### config.mk
export PLATFORM = sky130hd
export DESIGN_NAME = integer_to_radix_text_core
export DESIGN_NICKNAME = d
export VERILOG_FILES = /design/src/rtl/core/irt_pkg.sv /design/src/rtl/core/irt_ctrl.sv /design/src/rtl/core/irt_dpath.sv /design/src/rtl/core/integer_to_radix_text_core.sv
export SDC_FILE = /design/constraint.sdc
export NUM_CORES = 1
export LEC_CHECK = 0
export BUFFER_PORTS_ARGS = -buffer_cell sky130_fd_sc_hd__buf_2
export CAP_MARGIN = 40
export CORE_ASPECT_RATIO = 1.25
export CORE_UTILIZATION = 50
export DETAILED_ROUTE_END_ITERATION = 12
export GPL_TIMING_DRIVEN = 0
export PLACE_DENSITY = 0.76
export RECOVER_POWER = 100
export SLEW_MARGIN = 20
export SYNTH_ARGS = -nofsm -noshare
export SYNTH_HDL_FRONTEND = slang
export SYNTH_SLANG_ARGS = --single-unit
### constraint.sdc
create_clock -name clk -period 15.7 [get_ports clk]
set_input_delay 4.71 -clock clk [delete_from_list [all_inputs] [get_ports clk]]
set_output_delay 4.71 -clock clk [all_outputs]
set_load 0.1 [all_outputs]
### src/rtl/core/irt_pkg.sv
package irt_pkg;

    localparam int MAG_W          = 64;
    localparam int RADIX_W        = 5;
    localparam int DIGIT_W        = 4;
    localparam int CHAR_W         = 8;
    localparam int S_TDATA_W      = 72;
    localparam int M_TDATA_W      = 8;
    localparam int BITS_PER_CYCLE = 8;
    localparam int DIV_CYCLES     = MAG_W / BITS_PER_CYCLE;
    localparam int STEP_W         = $clog2(DIV_CYCLES);
    localparam int MAX_DIGITS_DEF = 24;

    localparam logic [RADIX_W-1:0] RADIX_MIN = RADIX_W'(8);
    localparam logic [RADIX_W-1:0] RADIX_MAX = RADIX_W'(16);

    localparam logic [CHAR_W-1:0] CHAR_MINUS = 8'h2D;
    localparam logic [CHAR_W-1:0] CHAR_ZERO  = 8'h30;
    localparam logic [CHAR_W-1:0] CHAR_UPPER = 8'h41;
    localparam logic [CHAR_W-1:0] CHAR_LOWER = 8'h61;

    // controller to datapath
    typedef struct packed {
        logic load;       // start a new number from the input transfer
        logic div_step;   // run one slice of the divider
        logic digit_wr;   // last slice: store remainder, take quotient
        logic idx_load;   // point the read index at the top digit
        logic idx_dec;    // step the read index down
        logic out_sign;   // load '-' into the output register
        logic out_digit;  // load the read digit into the output register
    } irt_cmd_t;

    // datapath to controller
    typedef struct packed {
        logic conv_done;  // the digit written now is the final one
        logic negative;
        logic idx_zero;
    } irt_stat_t;

    function automatic logic [CHAR_W-1:0] digit_char(input logic [DIGIT_W-1:0] d,
                                                     input logic upper);
        logic [CHAR_W-1:0] base_char;
        base_char = upper ? CHAR_UPPER : CHAR_LOWER;
        if (d < DIGIT_W'(10))
        begin
            digit_char = CHAR_ZERO + CHAR_W'(d);
        end
        else
        begin
            digit_char = base_char + CHAR_W'(d) - CHAR_W'(10);
        end
    endfunction

endpackage

### src/rtl/core/irt_ctrl.sv
module irt_ctrl (
    input  logic               clk,
    input  logic               rst_n,
    input  logic               in_valid,
    output logic               in_ready,
    output logic               out_valid,
    input  logic               out_ready,
    input  irt_pkg::irt_stat_t stat,
    output irt_pkg::irt_cmd_t  cmd
);

    localparam logic [2:0] S_IDLE = 3'd0;
    localparam logic [2:0] S_DIV  = 3'd1;
    localparam logic [2:0] S_SIGN = 3'd2;
    localparam logic [2:0] S_RD   = 3'd3;
    localparam logic [2:0] S_LD   = 3'd4;

    logic [2:0]                  state_reg, state_next;
    logic [irt_pkg::STEP_W-1:0]  step_reg, step_next;
    logic                        out_valid_reg, out_valid_next;
    logic                        out_free;

    assign out_free  = !out_valid_reg || out_ready;
    assign out_valid = out_valid_reg;
    assign in_ready  = (state_reg == S_IDLE);

    always_comb
    begin
        state_next = state_reg;
        step_next  = step_reg;
        cmd        = '0;
        case (state_reg)
            S_IDLE:
            begin
                if (in_valid)
                begin
                    cmd.load   = 1'b1;
                    step_next  = '0;
                    state_next = S_DIV;
                end
            end
            S_DIV:
            begin
                cmd.div_step = 1'b1;
                if (step_reg == irt_pkg::STEP_W'(irt_pkg::DIV_CYCLES - 1))
                begin
                    cmd.digit_wr = 1'b1;
                    step_next    = '0;
                    if (stat.conv_done)
                    begin
                        state_next = S_SIGN;
                    end
                end
                else
                begin
                    step_next = step_reg + 1'b1;
                end
            end
            S_SIGN:
            begin
                if (!stat.negative)
                begin
                    cmd.idx_load = 1'b1;
                    state_next   = S_RD;
                end
                else if (out_free)
                begin
                    cmd.out_sign = 1'b1;
                    cmd.idx_load = 1'b1;
                    state_next   = S_RD;
                end
            end
            S_RD:
            begin
                // memory read data lands at this edge
                state_next = S_LD;
            end
            S_LD:
            begin
                if (out_free)
                begin
                    cmd.out_digit = 1'b1;
                    if (stat.idx_zero)
                    begin
                        state_next = S_IDLE;
                    end
                    else
                    begin
                        cmd.idx_dec = 1'b1;
                        state_next  = S_RD;
                    end
                end
            end
            default:
            begin
                state_next = S_IDLE;
            end
        endcase
    end

    always_comb
    begin
        if (cmd.out_sign || cmd.out_digit)
        begin
            out_valid_next = 1'b1;
        end
        else if (out_ready)
        begin
            out_valid_next = 1'b0;
        end
        else
        begin
            out_valid_next = out_valid_reg;
        end
    end

    always_ff @(posedge clk or negedge rst_n)
    begin
        if (!rst_n)
        begin
            state_reg     <= S_IDLE;
            step_reg      <= '0;
            out_valid_reg <= 1'b0;
        end
        else
        begin
            state_reg     <= state_next;
            step_reg      <= step_next;
            out_valid_reg <= out_valid_next;
        end
    end

endmodule

### src/rtl/core/irt_dpath.sv
module irt_dpath #(
    parameter int MAX_DIGITS = irt_pkg::MAX_DIGITS_DEF
) (
    input  logic                         clk,
    input  logic                         rst_n,
    input  logic [irt_pkg::MAG_W-1:0]    value,
    input  logic [irt_pkg::RADIX_W-1:0]  radix,
    input  logic                         upper_case,
    input  irt_pkg::irt_cmd_t            cmd,
    output irt_pkg::irt_stat_t           stat,
    output logic [irt_pkg::CHAR_W-1:0]   character,
    output logic                         last
);

    localparam int IDX_W = $clog2(MAX_DIGITS);
    localparam int CNT_W = $clog2(MAX_DIGITS + 1);

    logic [irt_pkg::DIGIT_W-1:0] digit_mem [MAX_DIGITS];

    logic [irt_pkg::MAG_W-1:0]   mag_reg, mag_next;
    logic [irt_pkg::DIGIT_W-1:0] rem_reg, rem_next;
    logic [irt_pkg::RADIX_W-1:0] base_reg;
    logic                        neg_reg, upper_reg;
    logic [CNT_W-1:0]            count_reg, count_next;
    logic [IDX_W-1:0]            idx_reg;
    logic [irt_pkg::DIGIT_W-1:0] rd_reg;
    logic [irt_pkg::CHAR_W-1:0]  char_reg;
    logic                        last_reg;

    logic [irt_pkg::MAG_W-1:0]   q_work;
    logic [irt_pkg::RADIX_W-1:0] r_work;
    logic [irt_pkg::RADIX_W-1:0] trial;
    logic [irt_pkg::RADIX_W-1:0] base_in;

    always_comb
    begin
        if (radix < irt_pkg::RADIX_MIN)
        begin
            base_in = irt_pkg::RADIX_MIN;
        end
        else if (radix > irt_pkg::RADIX_MAX)
        begin
            base_in = irt_pkg::RADIX_MAX;
        end
        else
        begin
            base_in = radix;
        end
    end

    // one slice of restoring division by the base, msb first
    always_comb
    begin
        q_work = mag_reg;
        r_work = {1'b0, rem_reg};
        trial  = '0;
        for (int i = 0; i < irt_pkg::BITS_PER_CYCLE; i++)
        begin
            trial  = {r_work[irt_pkg::DIGIT_W-1:0], q_work[irt_pkg::MAG_W-1]};
            q_work = {q_work[irt_pkg::MAG_W-2:0], 1'b0};
            if (trial >= base_reg)
            begin
                r_work    = trial - base_reg;
                q_work[0] = 1'b1;
            end
            else
            begin
                r_work = trial;
            end
        end
    end

    always_comb
    begin
        mag_next   = mag_reg;
        rem_next   = rem_reg;
        count_next = count_reg;
        if (cmd.load)
        begin
            mag_next   = value[irt_pkg::MAG_W-1] ? (~value + 1'b1) : value;
            rem_next   = '0;
            count_next = '0;
        end
        else if (cmd.div_step)
        begin
            mag_next = q_work;
            rem_next = r_work[irt_pkg::DIGIT_W-1:0];
            if (cmd.digit_wr)
            begin
                rem_next   = '0;
                count_next = count_reg + 1'b1;
            end
        end
    end

    assign stat.conv_done = (q_work == '0) ||
                            ((count_reg + CNT_W'(1)) == CNT_W'(MAX_DIGITS));
    assign stat.negative  = neg_reg;
    assign stat.idx_zero  = (idx_reg == '0);

    always_ff @(posedge clk or negedge rst_n)
    begin
        if (!rst_n)
        begin
            count_reg <= '0;
            mag_reg   <= '0;
            rem_reg   <= '0;
            neg_reg   <= 1'b0;
        end
        else
        begin
            count_reg <= count_next;
            mag_reg   <= mag_next;
            rem_reg   <= rem_next;
            if (cmd.load)
            begin
                neg_reg <= value[irt_pkg::MAG_W-1];
            end
        end
    end

    always_ff @(posedge clk)
    begin
        if (cmd.load)
        begin
            base_reg  <= base_in;
            upper_reg <= upper_case;
        end
        if (cmd.idx_load)
        begin
            idx_reg <= IDX_W'(count_reg - CNT_W'(1));
        end
        else if (cmd.idx_dec)
        begin
            idx_reg <= idx_reg - 1'b1;
        end
        if (cmd.out_sign)
        begin
            char_reg <= irt_pkg::CHAR_MINUS;
            last_reg <= 1'b0;
        end
        else if (cmd.out_digit)
        begin
            char_reg <= irt_pkg::digit_char(rd_reg, upper_reg);
            last_reg <= (idx_reg == '0);
        end
    end

    // digit store, least significant digit at address zero
    always_ff @(posedge clk)
    begin
        if (cmd.digit_wr)
        begin
            digit_mem[count_reg[IDX_W-1:0]] <= r_work[irt_pkg::DIGIT_W-1:0];
        end
        rd_reg <= digit_mem[idx_reg];
    end

    assign character = char_reg;
    assign last      = last_reg;

endmodule

### src/rtl/core/integer_to_radix_text_core.sv
// signed 64-bit integer to ascii text in base 8 to 16
//
// input channel s_*: one transfer carries one number (value, radix, upper_case).
// radix below 8 counts as 8, above 16 as 16. upper_case picks A-F or a-f.
// output channel m_*: one transfer per character, '-' first for a negative
// value, then digits most significant first; m_tlast marks the final digit.
// zero gives the single character '0'.
//
// conversion: a 64-bit restoring divider retiring 8 quotient bits per cycle makes one
// pass per digit, then a sign step, then for each character a registered digit store
// read followed by a load of the output register. the worst case is base 8 with 22
// digits. s_tready is high only between numbers, and may be high while the final
// character still waits in the output register.
// a stalled m_tready holds the character in the output register and freezes
// emission; the divider does not depend on the receiver.
// reset (rst_n low, asynchronous) empties the output register and returns to
// idle; the digit store needs no clearing.
module integer_to_radix_text_core #(
    parameter int MAX_DIGITS = irt_pkg::MAX_DIGITS_DEF
) (
    input  logic                            clk,
    input  logic                            rst_n,
    input  logic                            s_tvalid,
    output logic                            s_tready,
    input  logic [irt_pkg::S_TDATA_W-1:0]   s_tdata,   // value[63:0], radix[68:64], upper_case[69]
    output logic                            m_tvalid,
    input  logic                            m_tready,
    output logic [irt_pkg::M_TDATA_W-1:0]   m_tdata,   // character[7:0]
    output logic                            m_tlast
);

    irt_pkg::irt_cmd_t  cmd;
    irt_pkg::irt_stat_t stat;

    irt_ctrl u_ctrl (
        .clk       (clk),
        .rst_n     (rst_n),
        .in_valid  (s_tvalid),
        .in_ready  (s_tready),
        .out_valid (m_tvalid),
        .out_ready (m_tready),
        .stat      (stat),
        .cmd       (cmd)
    );

    irt_dpath #(
        .MAX_DIGITS (MAX_DIGITS)
    ) u_dpath (
        .clk        (clk),
        .rst_n      (rst_n),
        .value      (s_tdata[irt_pkg::MAG_W-1:0]),
        .radix      (s_tdata[irt_pkg::MAG_W +: irt_pkg::RADIX_W]),
        .upper_case (s_tdata[irt_pkg::MAG_W + irt_pkg::RADIX_W]),
        .cmd        (cmd),
        .stat       (stat),
        .character  (m_tdata),
        .last       (m_tlast)
    );

endmodule

* Word-level counts from Yosys, hierarchy flattened *
Memories as Yosys holds them, arrays and structs flattened. A register that Yosys moved wholly into a read port is not among the register bits.
Index checks and enable logic that the tools add are counted.

storage, ports and cells
  bits in registers = 101
  bits in latches = 0
  RAM bits = 96
  memory bits (read-only) = 0
  bits of input ports = 76
  output and inout port bits = 11
  logic and storage cells = 127
  memories = 1

cells by class
  add/subtract/negate cells = 16
  multiply operators = 0
  div/mod/pow operators = 0
  order comparisons = 11
  equal/unequal tests = 11
  shift-type cells = 0
  muxes and demuxes = 58
  bitwise logic cells = 1
  reduce and logical (&&, ||, !) cells = 16

memory list
  name               words  bits a word  read ports  clocked after memory_dff  wr ports  RTL line         text
  u_dpath.digit_mem  24     4            1           1                         1         irt_dpath.sv:18  logic [irt_pkg::DIGIT_W-1:0] digit_mem [MAX_DIGITS];

operators by type and width
  operator                                                                count
  64-bit 2-to-1 mux                                                       3
  64-bit by 1-bit adder with 64-bit output (second input constant)        1
  64-bit logical NOT                                                      1
  64-bit inverter                                                         1
  4-bit 2-to-1 mux                                                        11
  5-bit >= comparator                                                     8
  4-bit subtractor                                                        8
  5-bit 2-to-1 mux                                                        6
  1-bit 2-to-1 mux                                                        24
  3-bit 2-to-1 mux                                                        8
  3-bit case mux with 5 select lines                                      1
  2-bit nonzero test                                                      5
  5-bit by 1-bit subtractor with 5-bit output (second input constant)     2
  8-bit by 4-bit adder with 8-bit output                                  1
  8-bit 2-to-1 mux                                                        1
  8-bit by 4-bit subtractor with 8-bit output (second input constant)     1
  6-bit by 4-bit adder with 7-bit output (first input constant)           1
  3-bit by 2-bit equality test with 1-bit output (second input constant)  2
  3-bit equality test (second input constant)                             2
  6-bit 2-to-1 mux                                                        1
  3-bit case mux with 2 select lines                                      1
  5-bit by 1-bit adder with 5-bit output (second input constant)          1
  5-bit equality test (second input constant)                             1
  5-bit greater-than comparator (second input constant)                   1
  15 further kinds                                                        21

* Logic depth before layout (Yosys ltp) *
  depth in word-level cells = 21
  mapped depth = 52
  gate-level depth less buffers = 50

* Cells and area by module *
From an unflattened synthesis, not the netlist that was laid out.

unflattened totals
  cells, all modules = 1122
  area, all modules = 12117.9 µm²

by module, submodules not included
  module     instances  cells each  area an instance (µm²)  sequential area each (µm²)
  irt_dpath  1          1068        11647.4                 5305.1
  irt_ctrl   1          54          470.5                   175.2

* Worst setup path after synthesis *
OpenSTA, ideal clock, no wires.

  path type = reg2reg
  start = register u_dpath.base_reg[1] in the netlist's numbering
  end = memory u_dpath.digit_mem[0][3] in the netlist's numbering (data pin)
  setup time = 0.392 ns
  arrival = 11.021 ns
  data required time = 15.308 ns
  slack = 4.287 ns
  stages on the path, launching flop included = 45
  buffers on the path = 2
  clock period less this slack = 11.413 ns
  cells stage by stage = edfxtp_1 inv_1 ha_1 a31oi_1 o21ai_1 mux2_2 ha_1 a21o_1 a31oi_1 o21ai_1 mux2i_1 ha_1 nand2_1 o21ai_0 and4b_1 nor4_1 inv_1 ha_1 (+9 left out) clkbuf_1 nor4_1 nor2_1 ha_1 a21o_1 a31oi_1 o21ai_1 mux2i_1 ha_1 a21o_1 a31oi_1 o21ai_1 mux2i_1 ha_1 a211oi_1 o31ai_1 clkbuf_1 o21ai_0

between the ends
  longest elaborated chain between the ends = 16
  elaborated cells between the ends (all ways) = 24
  those cells by class = add/sub: 8; order compare: 8; mux: 8

ends and longest elaborated chain
  item                                                     RTL line                          text
  from (decl)                                              irt_dpath.sv:22                   logic [irt_pkg::RADIX_W-1:0] base_reg;
  from (signal assigned)                                   irt_dpath.sv:126                  base_reg <= base_in;
  4-bit subtractor or 5-bit >= comparator (tied branches)  irt_dpath.sv:63, irt_dpath.sv:61
  4-bit 2-to-1 mux                                         irt_dpath.sv:61                   if (trial >= base_reg)
  4-bit subtractor or 5-bit >= comparator (tied branches)  irt_dpath.sv:63, irt_dpath.sv:61
  4-bit 2-to-1 mux                                         irt_dpath.sv:61
  4-bit subtractor or 5-bit >= comparator (tied branches)  irt_dpath.sv:63, irt_dpath.sv:61
  4-bit 2-to-1 mux                                         irt_dpath.sv:61
  5-bit >= comparator or 4-bit subtractor (tied branches)  irt_dpath.sv:61, irt_dpath.sv:63
  4-bit 2-to-1 mux                                         irt_dpath.sv:61
  4-bit subtractor or 5-bit >= comparator (tied branches)  irt_dpath.sv:63, irt_dpath.sv:61
  4-bit 2-to-1 mux                                         irt_dpath.sv:61
  4-bit subtractor or 5-bit >= comparator (tied branches)  irt_dpath.sv:63, irt_dpath.sv:61
  4-bit 2-to-1 mux                                         irt_dpath.sv:61
  5-bit >= comparator or 4-bit subtractor (tied branches)  irt_dpath.sv:61, irt_dpath.sv:63
  4-bit 2-to-1 mux                                         irt_dpath.sv:61
  4-bit subtractor or 5-bit >= comparator (tied branches)  irt_dpath.sv:63, irt_dpath.sv:61
  4-bit 2-to-1 mux *                                       irt_dpath.sv:61
  via u_dpath.r_work (one bit)                             irt_dpath.sv:31                   logic [irt_pkg::RADIX_W-1:0] r_work;
  to (decl)                                                irt_dpath.sv:18

The timed path passes the listed nets; every way through them passes the cells marked *.

* Worst setup path in the final report *
  start = register u_dpath.base_reg[1] in the netlist's numbering
  end = memory u_dpath.digit_mem[6][3] in the netlist's numbering (data pin)

The elaborated chain is that of the path after synthesis.

==> implementation parameters <==
Parameter                              Value

Status
  Status ... finished, violations left
  Violations in the final reports ... max-capacitance violations, max-slew violations

Clock network
  TritonCTS clock tree ... built
  Worst-path clk slew ... around 90 ps
  Number of setup buffers added after CTS ... 0
  Quantity of hold-fixing buffers added after cts ... 0
  CTS HTree Levels ... 4
  Sink Count ... 200
  Maximum number of buffers from clock root to sink ... 2
  Clock root buffer ... clkbuf_16
  CTS Buf Count ... 17
  Insertion delay of the later-clocked pin in the worst-skew pair ... approximately 450 ps
  Post-CTS Resized ... 0

Logic synthesis
  FF+latch count, synth ... 200
  Leading register cell type out of synthesis ... edfxtp_1
  Sequential-to-total area share from yosys stat ... 46.33%
  Number of synthesized flops with an enable pin ... between 100 and 150
  Share of flip-flops with an asynchronous set or reset after synthesis ... roughly two fifths
  Mapped Avg Cell Area ... approximately 11 um2
  Adder-cell share of the synthesized area ... 6.537%
  XOR/XNOR Fraction of Synth Area ... under 10%
  Mapped cell area ... between 10000 and 15000 um2
  Mapped Nets ... about 1200
  Share of the synthesized area in compound gates (AO/OA/AOI/OAI) ... 15.73%
  Largest family of logic cells by synthesized area ... compound AO/OA/AOI/OAI gates
  Post-Synthesis Cells ... 1111
  Count of yosys warnings during synthesis ... 0
  Simple-gate portion of the synthesized area ... ~15%
  Number of unique standard cell types used by synthesis ... 71
  Mux share of post-synthesis cell area ... under 10%

Die
  Floorplan die height ... between 150 and 200 um
  Width of the chip ... about 140 um
  FP Rows ... between 60 and 70
  Die Outline Area ... 24280 um2
  Core ar. ... ~23000 um2
  Effective utilization at floorplan ... between 50% and 60%
  IO Pins ... 87

Finish
  Number of inserted diodes ... 0
  # nets final ... between 1000 and 1500
  Commonest non-fill, non-tap cell in the layout ... edfxtp_1
  Layout Area Growth over Synthesis ... 11.89%
  Most frequent cells in the layout ... 107 x edfxtp_1, 104 x nor2_1, 81 x dfrtp_1
  Fraction of final layout cells with drive strength greater than 1 ... between 10% and 20%
  Post-layout utilization of the core ... 57.25%
  Flip-flop count of the largest register, all copies and words added ... 96

Drt
  Via count ... 9540
  Drt first-iter violations ... around 700
  First drt pass iteration count ... 5
  Number of DRC violations after detailed routing ... 0
  Via/cell ratio ... approximately 6.3
  Detailed-route wire length ... 32020 um
  Wire per inst ... ~21 um
  Antenna Nets Post-Route ... 0

Timing
  Max Clock Freq ... ~0.072 GHz
  Post-layout minimum cycle time ... about 14000 ps
  Hold Vio Cnt, Final ... 0
  Slew Limit Headroom ... -86.61%
  Transition time at the pin with the least slew margin ... about 2800 ps
  Setup tns final ... 0 ps
  Setup Viol. Count Final ... 0
  Maximum clock skew at final layout ... between 15 and 20 ps
  RSZ-0062 raised after global routing ... no
  Final worst path period share ... roughly 90%
  Final count of pins violating max slew ... 84

Worst setup path
  CP Launch Point ... u_dpath.base_reg[1]$_SDFFCE_PP0P_
  Cell occurring most often along the worst timing path ... ha_1
  WP data required ... 15980 ps
  Type of element launching the critical path ... flip-flop
  CP top delay family ... compound AO/OA/AOI/OAI gates
  CP max FO ... 16
  Worst path slowest cell ... o21ai_0
  Class of the most critical setup path ... reg -> reg
  WP buf/inv ... 5
  Kind of capture point of the worst setup path ... flip-flop
  Start of the worst register-to-register path ... u_dpath.base_reg[1]$_SDFFCE_PP0P_
  Biggest cell delay along the critical path ... ~890 ps
  Data arrival time at the worst-slack endpoint ... around 14000 ps

Placed design
  Final RePlAce weighted congestion ... just under 1
  Total of buffers placed on input and output ports ... 83
  Detailed Place HPWL ... roughly 24000 um

Min path
  Beginning of the worst hold path ... u_dpath.character[1]$_SDFFE_PP0P_
  Hold Crit Class ... reg -> reg

GRT
  Global route overflow ... 0
  Maximum number of pins on one net before global-route repair ... between 50 and 60
  Initial antenna violation count ... 0
  Global-route usage over all layers ... between 20% and 30%
  Vias in the first global route ... 9418
  Global-route wire length before repair ... 50410 um
  Most congested layer reported by global routing ... met2
  Met3 capacity usage during global routing ... 3.444%
  Met2 Use GR ... slightly below 50%
  Met1 GRT Util ... about 32%

Job
  MaxCap Viol Count ... 2
==> layer usage <==
| layer | up-vias | wire length, um |
|---|---|---|
| met4 | 0 | 1667 |
| li1 | 4426 | - |
| met2 | 398 | 16290 |
| met5 | - | 0 |
| met3 | 109 | 1689 |
| met1 | 4607 | 12370 |
==> worst paths after layout <==
kind,cells past startpoint,end,slack [ps]
setup / recovery,45,u_dpath.digit_mem[6][3]$_DFFE_PP_,1770
hold / removal,2,u_dpath.character[1]$_SDFFE_PP0P_,470
setup reg to reg,45,u_dpath.digit_mem[6][3]$_DFFE_PP_,1770
hold reg to reg,2,u_dpath.character[1]$_SDFFE_PP0P_,470
max in group asynchronous,2,u_ctrl.step_reg[0]$_DFFE_PN0P_,7610
min in group asynchronous,1,u_dpath.mag_reg[36]$_DFFE_PN0P_,4700
==> final cells by class <==
type | count | area (um2)
multi-input cells | 811 | 5889
inverters | 43 | 161.4
clock buffers | 17 | 425.4
flip-flops and latches | 200 | 5480
well taps | 288 | 360.3
plain buffers | 57 | 220.2
clock inverters | 15 | 220.2
repair buffers | 94 | 478.0
fillers | 1984 | 9882
==> cell families (layout without fill, tap and decap cells) <==
group                    after synthesis  in the layout
other                                  1              1
flip-flops                           200            200
XOR/XNOR                              56             56
multiplexers                          74             74
adder cells (fa/ha/maj)               57             57
AO/OA/AOI/OAI                        281            281
AND/OR/NAND/NOR                      342            342
buffers and inverters                100            226
==> through the flow <==
| stage | worst slack, ps | std cells | hold slack, ps | instance area (um2) |
|---|---|---|---|---|
| finish | 1768 | 1525 | 469.1 | 13240 |
| global route | 651.3 | 1525 | 493.2 | 13240 |
| CTS | 1819 | 1520 | 468.0 | 13370 |
| detailed placement | 1871 | 1488 | 448.8 | 12720 |
| global placement | 1136 | 1482 | 442.3 | 12600 |
| floorplan | 4287 | 1111 | 463.4 | 11830 |
==> cell usage after synthesis (4+ instances only) <==
cell / n / share of area [%]
or4_1: 8 / 0.51
a22oi_1: 40 / 2.5
dfrtp_1: 81 / 17
ha_1: 49 / 5.2
o211ai_1: 12 / 0.76
nand2b_1: 11 / 0.58
mux2i_1: 40 / 3.4
mux4_2: 28 / 5.3
a21oi_1: 56 / 2.4
a211o_1: 4 / 0.30
o41ai_2: 5 / 0.69
nor4_2: 5 / 0.53
nor2_1: 104 / 3.3
fa_1: 8 / 1.4
o21ai_1: 20 / 0.85
buf_1: 5 / 0.16
xnor2_1: 23 / 1.7
a21o_1: 12 / 0.76
a221oi_1: 4 / 0.30
nor2b_1: 6 / 0.32
nor4_1: 21 / 1.1
nor3_1: 27 / 1.1
and3_1: 6 / 0.32
a221o_1: 4 / 0.34
o21a_1: 4 / 0.25
or3_1: 12 / 0.63
a22o_1: 14 / 1.0
nand3_1: 15 / 0.63
clkbuf_1: 47 / 1.5
o21ai_0: 61 / 2.6
edfxtp_1: 107 / 27
dfxtp_1: 12 / 2.0
nand4_1: 18 / 0.95
o41ai_1: 4 / 0.30
nand2_1: 76 / 2.4
inv_1: 42 / 1.3
mux2_2: 6 / 0.57
xor2_1: 33 / 2.4
o31ai_1: 13 / 0.83
a31oi_1: 10 / 0.53
and2_1: 10 / 0.53
==> worst min-delay path: stages (launching register included) <==
cell and delay [ps]:
dfxtp_1 320, nand2_1 50, a21oi_1 50
Power is not shown: default switching activity piles up to over one toggle a cycle in this logic, so the estimate is an artifact.
